==> src/risc_subset_single_cycle_core_macros.svh <==
// assertion macros shared by the core's rtl files
// no dependencies; included by the top level only
`ifndef RISC_SUBSET_SINGLE_CYCLE_CORE_MACROS_SVH
`define RISC_SUBSET_SINGLE_CYCLE_CORE_MACROS_SVH

// same-cycle implication, masked while reset is high
`define RSC_ASSERT_IMPLIES(label, clk, rst, ante, cons, msg) \
  label: assert property (@(posedge clk) disable iff (rst) (ante) |-> (cons)) \
    else $error(msg);

// next-cycle implication, not masked by reset
`define RSC_ASSERT_AFTER(label, clk, ante, cons, msg) \
  label: assert property (@(posedge clk) (ante) |=> (cons)) else $error(msg);

`endif

==> src/rsc_ram.sv <==
// generic single write port ram with one registered read port (read-old)
// no dependencies
module rsc_ram #(
  parameter int unsigned WIDTH = 32,
  parameter int unsigned DEPTH = 32,
  localparam int unsigned AW = $clog2(DEPTH)
) (
  input  logic             clk,
  input  logic             we,
  input  logic [AW-1:0]    waddr,
  input  logic [WIDTH-1:0] wdata,
  input  logic             re,
  input  logic [AW-1:0]    raddr,
  output logic [WIDTH-1:0] rdata
);

  logic [WIDTH-1:0] mem [DEPTH];

  always_ff @(posedge clk) begin
    if (we) begin
      mem[waddr] <= wdata;
    end
    if (re) begin
      rdata <= mem[raddr];
    end
  end

endmodule

==> config.mk <==
export PLATFORM = sky130hd
export DESIGN_NAME = rsc_ram
export DESIGN_NICKNAME = d
export VERILOG_FILES = /design/src/risc_subset_single_cycle_core_macros.svh /design/src/rsc_ram.sv
export SDC_FILE = /design/constraint.sdc
export NUM_CORES = 1
export LEC_CHECK = 0
export BUFFER_PORTS_ARGS = -buffer_cell sky130_fd_sc_hd__buf_2
export CORE_MARGIN = 10
export CORE_UTILIZATION = 58
export DETAILED_ROUTE_END_ITERATION = 6
export PLACE_DENSITY = 0.74
export SYNTH_ARGS = -nofsm -noshare
export SYNTH_HDL_FRONTEND = slang
export SYNTH_SLANG_ARGS = --single-unit
==> constraint.sdc <==
create_clock -name clk -period 4.1 [get_ports clk]
set_input_delay 0.205 -clock clk [delete_from_list [all_inputs] [get_ports clk]]
set_output_delay 0.205 -clock clk [all_outputs]
set_load 0.01 [all_outputs]
==> results of run 1 <==
cells in the final DEF, fill, tap and decap left out, types with 3 or more instances in the layout:
| cell | instances |
|---|---|
| sky130_fd_sc_hd__a21oi_1 | 96 |
| sky130_fd_sc_hd__edfxtp_1 | 1056 |
| sky130_fd_sc_hd__nand3_1 | 98 |
| sky130_fd_sc_hd__nor3_1 | 32 |
| sky130_fd_sc_hd__clkbuf_1 | 22 |
| sky130_fd_sc_hd__clkbuf_16 | 102 |
| sky130_fd_sc_hd__buf_12 | 23 |
| sky130_fd_sc_hd__bufinv_16 | 9 |
| sky130_fd_sc_hd__nor2_4 | 33 |
| sky130_fd_sc_hd__nand2_1 | 97 |
| sky130_fd_sc_hd__nand3b_1 | 5 |
| sky130_fd_sc_hd__a22o_1 | 64 |
| sky130_fd_sc_hd__clkinv_2 | 20 |
| sky130_fd_sc_hd__mux2i_1 | 512 |
| sky130_fd_sc_hd__buf_2 | 75 |
| sky130_fd_sc_hd__or3b_2 | 3 |
| sky130_fd_sc_hd__a22oi_1 | 96 |
| sky130_fd_sc_hd__clkinv_1 | 27 |
| sky130_fd_sc_hd__buf_4 | 40 |
| sky130_fd_sc_hd__a31oi_1 | 32 |
layout make-up:
| cell class | instances | area, sq um | area share |
|---|---|---|---|
| diodes | 1 | 2.50 | 0.0000545 |
| clock buffers | 124 | 2640 | 0.0574 |
| clock inverters | 66 | 637 | 0.0139 |
| multi-input cells | 1077 | 8610 | 0.187 |
| flip-flops and latches | 1056 | 31700 | 0.690 |
| well taps | 940 | 1180 | 0.0256 |
| repair buffers | 141 | 1170 | 0.0255 |
state kept, by name, summed over array words and instances (netlist names):
name,flops
rdata,32
mem,1024
cells in the mapped netlist:
master	instances	area, sq um
sky130_fd_sc_hd__nand3b_1	5	37.5
sky130_fd_sc_hd__edfxtp_1	1056	31700
sky130_fd_sc_hd__or2_2	1	6.26
sky130_fd_sc_hd__nor3_1	32	160
sky130_fd_sc_hd__or3_1	1	6.26
sky130_fd_sc_hd__nand3_1	98	490
sky130_fd_sc_hd__or3b_2	3	26.3
sky130_fd_sc_hd__clkbuf_4	2	15.0
sky130_fd_sc_hd__buf_2	26	130
sky130_fd_sc_hd__a22oi_1	96	721
sky130_fd_sc_hd__clkbuf_1	46	173
sky130_fd_sc_hd__nand2_1	98	368
sky130_fd_sc_hd__and2b_1	1	7.51
sky130_fd_sc_hd__a31oi_1	32	200
sky130_fd_sc_hd__mux2i_1	512	5120
sky130_fd_sc_hd__buf_6	15	169
sky130_fd_sc_hd__nand2b_1	2	12.5
sky130_fd_sc_hd__buf_4	33	248
sky130_fd_sc_hd__a21oi_1	96	480
sky130_fd_sc_hd__a22o_1	64	561
sky130_fd_sc_hd__and2_1	1	6.26
sky130_fd_sc_hd__nor2_1	34	128
sky130_fd_sc_hd__nor2b_1	1	6.26
sky130_fd_sc_hd__buf_1	5	18.8
what timing repair did:
item                       in CTS  in global routing
buffers inserted                0                  0
hold endpoints to repair       13                  0
setup endpoints to repair       0                  0
hold buffers                    2                  0
kinds of logic after synthesis:
family / after synthesis / share of synthesized area
buffers and inverters: 127 / 0.0185
AO/OA/AOI/OAI: 288 / 0.0481
flip-flops: 1056 / 0.777
multiplexers: 512 / 0.126
AND/OR/NAND/NOR: 277 / 0.0308
routing by layer:
layer | GRT usage | vias to the layer above
li1 | - | 9254
met1 | 0.319 | 11000
met2 | 0.387 | 1032
met3 | 0.0387 | 207
met4 | 0.0957 | 6
met5 | 0 | -
final timing paths:
kind                     from          to  slack, ns  depth (start not counted)
hold / removal       wdata[0]  mem[12][0]       0.03                          1
hold reg to reg   mem[16][27]   rdata[27]       0.68                          4
setup reg to reg   mem[1][17]   rdata[17]       2.30                          5
setup / recovery     waddr[0]  mem[14][1]       1.95                          3
worst register-to-register path, cell delays in order (launching register included):
cell	delay, ns
sky130_fd_sc_hd__edfxtp_1	0.35
sky130_fd_sc_hd__mux2i_1	0.15
sky130_fd_sc_hd__a22o_1	0.17
sky130_fd_sc_hd__nor3_1	0.07
sky130_fd_sc_hd__a31oi_1	0.38
sky130_fd_sc_hd__nand3_1	0.32
stage by stage:
step | hold WS, ns | instance area [sq um] | setup WS, ns | utilization
3_3_place_gp | 0.626 | 42600 | 1.24 | 0.610
2_1_floorplan | 0.304 | 40800 | 1.46 | -
5_1_grt | 0.0589 | 45900 | 1.90 | 0.657
3_5_place_dp | 0.632 | 42600 | 1.27 | 0.610
6_report | 0.0345 | 45900 | 1.95 | 0.657
4_1_cts | 0.00137 | 45900 | 1.98 | 0.657
power groups by stage:
stage          sequential (mW)  combinational (mW)  clock [mW]
2_1_floorplan             12.3               0.621           0
3_3_place_gp              12.3                1.10           0
3_5_place_dp              12.3                1.13           0
4_1_cts                   12.1                1.13        9.20
5_1_grt                   12.1                1.21        9.63
6_report                  12.1                1.14        9.13
==> impl_metrics.xml, run 1 <==
<?xml version="1.0" encoding="UTF-8"?>
<metrics>
  <group name="status">
    <metric name="status" unit="">finished clean</metric>
  </group>
  <group name="logic_synthesis">
    <metric name="sequential_element_share_of_the_synthesized_area" unit="">0.777</metric>
    <metric name="postSynthAreaPerCell" unit="sq um">18.1</metric>
    <metric name="ys_ff_latch" unit="">1056</metric>
    <metric name="syn_nets" unit="">2305</metric>
    <metric name="yosys_warning_total" unit="">0</metric>
    <metric name="synth_cells" unit="">2260</metric>
    <metric name="syn_area" unit="sq mm">0.0408</metric>
    <metric name="synth_cell_types" unit="">24</metric>
  </group>
  <group name="worst_setup_path">
    <metric name="worst-endpoint-arrival" unit="ns">2.43</metric>
    <metric name="path_cells" unit="">buf_2 -&gt; nand3b_1 -&gt; nor2_4</metric>
    <metric name="crit_family" unit="">simple AND/OR/NAND/NOR gates</metric>
    <metric name="worstSetupStartpointType" unit="">primary input</metric>
    <metric name="required_time_of_the_worst_setup_path" unit="ns">4.38</metric>
    <metric name="critPathMaxStageDelay" unit="ns">1.31</metric>
    <metric name="crit_fanout" unit="">32</metric>
    <metric name="worstSetupEndpointType" unit="">register</metric>
    <metric name="worst_path_max_delay_cell" unit="">sky130_fd_sc_hd__nor2_4</metric>
    <metric name="critical_path.n_buffers_inverters" unit="">1</metric>
    <metric name="start_to_end_type_of_the_worst_setup_path" unit="">primary input to register</metric>
  </group>
  <group name="route">
    <metric name="detail_route.vias_per_cell" unit="">6.30</metric>
    <metric name="antenna_violating_nets_post_route" unit="">0</metric>
    <metric name="route.met2.wl" unit="um">47700</metric>
    <metric name="drt_pass1_iterations" unit="">5</metric>
    <metric name="routed-via-count" unit="">21500</metric>
    <metric name="route.met3.wl" unit="um">7600</metric>
    <metric name="top_layer_used" unit="">met5</metric>
    <metric name="routed_wirelength" unit="um">98000</metric>
    <metric name="met1_length" unit="um">38900</metric>
    <metric name="dr.first_iter.drc_count" unit="">2431</metric>
    <metric name="detail_route.wl_per_cell" unit="um">28.8</metric>
    <metric name="post-route-drc-count" unit="">0</metric>
  </group>
  <group name="timing">
    <metric name="rsz0062_at_grt" unit="">false</metric>
    <metric name="timing.final.setup_violations" unit="">0</metric>
    <metric name="timing.final.hold_violations" unit="">0</metric>
    <metric name="skew" unit="ns">0.0366</metric>
    <metric name="achievable-frequency" unit="MHz">465</metric>
    <metric name="slew_headroom" unit="">0.102</metric>
    <metric name="finalMaxSlewViolations" unit="">0</metric>
    <metric name="setup_tns" unit="ns">0</metric>
    <metric name="timing.final.crit_period" unit="ns">2.15</metric>
    <metric name="worstMarginPinSlew" unit="ns">1.34</metric>
    <metric name="min_period_over_period" unit="">0.525</metric>
  </group>
  <group name="floorplanning">
    <metric name="die_w" unit="um">285</metric>
    <metric name="initial_utilization" unit="">0.584</metric>
    <metric name="fp.dieH" unit="um">285</metric>
    <metric name="fp-row-count" unit="">97</metric>
    <metric name="placeableCoreArea" unit="sq mm">0.0699</metric>
    <metric name="floorplan.die_area" unit="sq mm">0.0814</metric>
    <metric name="top_level_ports" unit="">77</metric>
  </group>
  <group name="global_route">
    <metric name="vias_in_the_first_global_route" unit="">21700</metric>
    <metric name="pin_count_of_the_biggest_net_entering_global_routing" unit="">64</metric>
    <metric name="grt_antenna_before_repair" unit="">6</metric>
    <metric name="grt_use_total" unit="">0.238</metric>
    <metric name="global_route_overflow" unit="">0</metric>
    <metric name="grt_first_pass_wirelength" unit="um">144000</metric>
  </group>
  <group name="clocking">
    <metric name="clock_tree.root_cell" unit="">sky130_fd_sc_hd__clkbuf_16</metric>
    <metric name="cts_buffer_depth" unit="">3</metric>
    <metric name="clkSlewWorstSetupHoldPaths" unit="ns">0.06</metric>
    <metric name="post_cts_resize_count" unit="">0</metric>
    <metric name="cts-buffers-inserted" unit="">102</metric>
    <metric name="clkSinkCount" unit="">1056</metric>
    <metric name="cts_tree" unit="">yes</metric>
    <metric name="clk_latency" unit="ns">0.68</metric>
    <metric name="max_h_tree_level" unit="">3</metric>
  </group>
  <group name="finish">
    <metric name="post_route_cells_drive_above_1_share" unit="">0.131</metric>
    <metric name="area_added_between_synthesis_and_finish" unit="%">12.6</metric>
    <metric name="fillCellCount" unit="">4628</metric>
    <metric name="fin_nets" unit="">2423</metric>
    <metric name="post_layout_nonfiller_instances" unit="">3405</metric>
  </group>
  <group name="placement">
    <metric name="dp_hpwl" unit="um">54800</metric>
    <metric name="place.gp.congestion" unit="">0.822</metric>
    <metric name="number_of_buffer_cells_added_on_primary_ports" unit="">76</metric>
    <metric name="post-place-cells" unit="">3212</metric>
  </group>
  <group name="pwr">
    <metric name="comb_power_share" unit="">0.051</metric>
    <metric name="clkPwrFrac" unit="">0.408</metric>
    <metric name="p_sw_frac" unit="">0.214</metric>
    <metric name="power_leakage" unit="nW">15.9</metric>
    <metric name="max-vdd-ir-drop" unit="mV">0.388</metric>
    <metric name="post-layout-total-power" unit="mW">22.4</metric>
    <metric name="cellInternalPower" unit="mW">17.6</metric>
    <metric name="pwr-share-seq" unit="">0.541</metric>
    <metric name="total_switching_power" unit="mW">4.79</metric>
    <metric name="powerDensity" unit="mW/mm^2">487</metric>
  </group>
  <group name="min_path">
    <metric name="hold_path.class" unit="">primary input to register</metric>
  </group>
  <group name="run">
    <metric name="max_cap_violations" unit="">0</metric>
  </group>
</metrics>
No activity file was read; power rests on OpenSTA's default activity.
==> run 2: changes to the inputs <==
==> constraint.sdc (replaced) <==
create_clock -name clk -period 2 [get_ports clk]
set_input_delay 0.1 -clock clk [delete_from_list [all_inputs] [get_ports clk]]
set_output_delay 0.1 -clock clk [all_outputs]
set_load 0.01 [all_outputs]
==> run 2 against run 1 <==
Compared with the run above: flip-flop and latch count unchanged; via count increased by 2.4%; sequential share of layout area decreased by 2.2 points; critical path depth increased by 3; combinational power increased by 120%; total power increased by 110%; sequential power increased by 100%; count of clock-buffer cells in the layout unchanged.
==> impl_metrics.xml, run 2 (synthesized netlist as in run 1, its figures left out) <==
<?xml version="1.0" encoding="UTF-8"?>
<metrics>
  <group name="placement">
    <metric name="dp_hpwl" unit="um">55500</metric>
    <metric name="number_of_buffer_cells_added_on_primary_ports" unit="">76</metric>
    <metric name="place.gp.congestion" unit="">0.812</metric>
    <metric name="dpl_worst_slack" unit="ns">-0.0179</metric>
    <metric name="dpl_cell_area" unit="sq mm">0.0439</metric>
    <metric name="post-place-cells" unit="">3296</metric>
  </group>
  <group name="pwr">
    <metric name="max-vdd-ir-drop" unit="mV">0.635</metric>
    <metric name="power_leakage" unit="nW">16.6</metric>
    <metric name="powerDensity" unit="mW/mm^2">967</metric>
  </group>
  <group name="status">
    <metric name="status" unit="">finished clean</metric>
  </group>
  <group name="timing">
    <metric name="skew" unit="ns">0.0133</metric>
    <metric name="finalMaxSlewViolations" unit="">0</metric>
    <metric name="slew_headroom" unit="">0.576</metric>
    <metric name="min_period_over_period" unit="">0.805</metric>
    <metric name="achievable-frequency" unit="MHz">621</metric>
    <metric name="rsz0062_at_grt" unit="">false</metric>
    <metric name="fin_worst_hold_slack" unit="ns">0.00202</metric>
    <metric name="setup_tns" unit="ns">0</metric>
    <metric name="timing.final.crit_period" unit="ns">1.61</metric>
    <metric name="postLayoutSetupSlackWorst" unit="ns">0.391</metric>
    <metric name="timing.final.hold_violations" unit="">0</metric>
    <metric name="worstMarginPinSlew" unit="ns">0.636</metric>
    <metric name="timing.final.setup_violations" unit="">0</metric>
  </group>
  <group name="worst_setup_path">
    <metric name="required_time_of_the_worst_setup_path" unit="ns">2.39</metric>
    <metric name="worst_path_max_delay_cell" unit="">sky130_fd_sc_hd__edfxtp_1</metric>
    <metric name="crit_fanout" unit="">1</metric>
    <metric name="timing.reg2reg.worst_path_depth" unit="">6</metric>
    <metric name="worstSetupStartpointType" unit="">register</metric>
    <metric name="worstSetupEndpointType" unit="">register</metric>
    <metric name="start_to_end_type_of_the_worst_setup_path" unit="">register to register</metric>
    <metric name="path_cells" unit="">mux2i_1 -&gt; a22o_1 -&gt; nor3_1 -&gt; buf_4 -&gt; a31oi_1 -&gt; nand3_1</metric>
    <metric name="critPathMaxStageDelay" unit="ns">0.37</metric>
    <metric name="worst-endpoint-arrival" unit="ns">2.00</metric>
  </group>
  <group name="run">
    <metric name="max_cap_violations" unit="">0</metric>
  </group>
  <group name="floorplanning">
    <metric name="top_level_ports" unit="">77</metric>
    <metric name="fp-row-count" unit="">97</metric>
    <metric name="fp.dieH" unit="um">285</metric>
    <metric name="floorplan.die_area" unit="sq mm">0.0814</metric>
    <metric name="initial_utilization" unit="">0.584</metric>
    <metric name="placeableCoreArea" unit="sq mm">0.0699</metric>
    <metric name="die_w" unit="um">285</metric>
  </group>
  <group name="finish">
    <metric name="largestRegisters" unit="">mem: 1024 flops, rdata: 32 flops</metric>
    <metric name="fin_nets" unit="">2534</metric>
    <metric name="largest-register" unit="">mem</metric>
    <metric name="final_common_cell" unit="">sky130_fd_sc_hd__edfxtp_1</metric>
    <metric name="postLayoutCellArea" unit="sq mm">0.0474</metric>
    <metric name="post_route_cells_drive_above_1_share" unit="">0.158</metric>
    <metric name="number_of_flip_flops_under_the_largest_register_name" unit="">1024</metric>
    <metric name="area_added_between_synthesis_and_finish" unit="%">16.2</metric>
    <metric name="post_layout_nonfiller_instances" unit="">3513</metric>
    <metric name="most_frequent_cells_in_the_layout" unit="">sky130_fd_sc_hd__edfxtp_1 (1056), sky130_fd_sc_hd__mux2i_1 (512), sky130_fd_sc_hd__clkbuf_16 (102)</metric>
  </group>
  <group name="clocking">
    <metric name="clock_tree.root_cell" unit="">sky130_fd_sc_hd__clkbuf_16</metric>
    <metric name="clk_latency" unit="ns">0.65</metric>
    <metric name="cts_tree" unit="">yes</metric>
    <metric name="number_of_buffers_inserted_by_post_cts_setup_repair" unit="">0</metric>
    <metric name="max_h_tree_level" unit="">3</metric>
    <metric name="cts_buffer_depth" unit="">3</metric>
    <metric name="clkSinkCount" unit="">1056</metric>
    <metric name="cts-buffers-inserted" unit="">99</metric>
    <metric name="clkSlewWorstSetupHoldPaths" unit="ns">0.06</metric>
    <metric name="cts_stage_hold_buffer_count" unit="">32</metric>
    <metric name="post_cts_resize_count" unit="">0</metric>
  </group>
  <group name="global_route">
    <metric name="global_route_overflow" unit="">0</metric>
    <metric name="grt_antenna_before_repair" unit="">6</metric>
    <metric name="pin_count_of_the_biggest_net_entering_global_routing" unit="">43</metric>
    <metric name="grt.busiest_layer" unit="">met2</metric>
    <metric name="grt_use_total" unit="">0.238</metric>
    <metric name="use_met3" unit="">0.0371</metric>
    <metric name="grt.met1_usage" unit="">0.319</metric>
    <metric name="vias_in_the_first_global_route" unit="">22200</metric>
    <metric name="grt_first_pass_wirelength" unit="um">145000</metric>
    <metric name="met2_routing_resource_usage_after_global_routing" unit="">0.394</metric>
  </group>
  <group name="min_path">
    <metric name="hold_path.class" unit="">primary input to register</metric>
    <metric name="hold-path-cell-count" unit="">1</metric>
  </group>
  <group name="route">
    <metric name="routed-via-count" unit="">22000</metric>
    <metric name="post-route-drc-count" unit="">0</metric>
    <metric name="drt_pass1_iterations" unit="">5</metric>
    <metric name="dr.first_iter.drc_count" unit="">2646</metric>
    <metric name="detail_route.wl_per_cell" unit="um">27.9</metric>
    <metric name="antenna_violating_nets_post_route" unit="">0</metric>
    <metric name="detail_route.vias_per_cell" unit="">6.26</metric>
    <metric name="routed_wirelength" unit="um">98000</metric>
  </group>
</metrics>
[run 2: worst max-delay path, delay by kind of cell (launching register included)]
family	cells	cell delay, ns
multiplexers	1	0.28
AND/OR/NAND/NOR	2	0.16
buffers and inverters	1	0.18
flip-flops	1	0.37
AO/OA/AOI/OAI	2	0.37
[run 2: worst paths after layout]
check                           slack (ns)        from          end
worst max-delay path                  0.39   mem[1][3]     rdata[3]
worst min-delay path                 0.002   wdata[10]  mem[14][10]
worst max register to register        0.39   mem[1][3]     rdata[3]
worst min register to register        0.67  mem[10][1]     rdata[1]
[run 2: layout make-up]
cell class,count,area [sq um]
Sequential cell,1056,31700
Fill cell,4465,22500
Multi-Input combinational cell,1077,8610
Timing Repair Buffer,255,2700
Clock buffer,124,2640
Tap cell,940,1180
Clock inverter,58,581
Antenna cell,3,7.51
[run 2: stage by stage]
| stage | util | total power, mW |
|---|---|---|
| 5_1_grt | 0.678 | 47.1 |
| 2_1_floorplan | - | 26.5 |
| 4_1_cts | 0.678 | 46.1 |
| 3_5_place_dp | 0.628 | 27.7 |
| 6_report | 0.678 | 45.9 |
| 3_3_place_gp | 0.628 | 27.6 |
[run 2: metal layers]
| metal | up-vias | part of all wire | wire [um] |
|---|---|---|---|
| met2 | 1075 | 0.50 | 49100 |
| met1 | 11300 | 0.39 | 38200 |
| li1 | 9478 | - | - |
| met5 | - | 0.00021 | 21 |
| met3 | 171 | 0.081 | 7960 |
| met4 | 4 | 0.028 | 2730 |
[run 2: power breakdown]
part	switching [mW]	internal [mW]	leakage, nW
clock	7.80	10.8	1.58
combinational	1.58	0.928	5.53
sequential	0.110	24.7	9.54
total	9.49	36.4	16.6
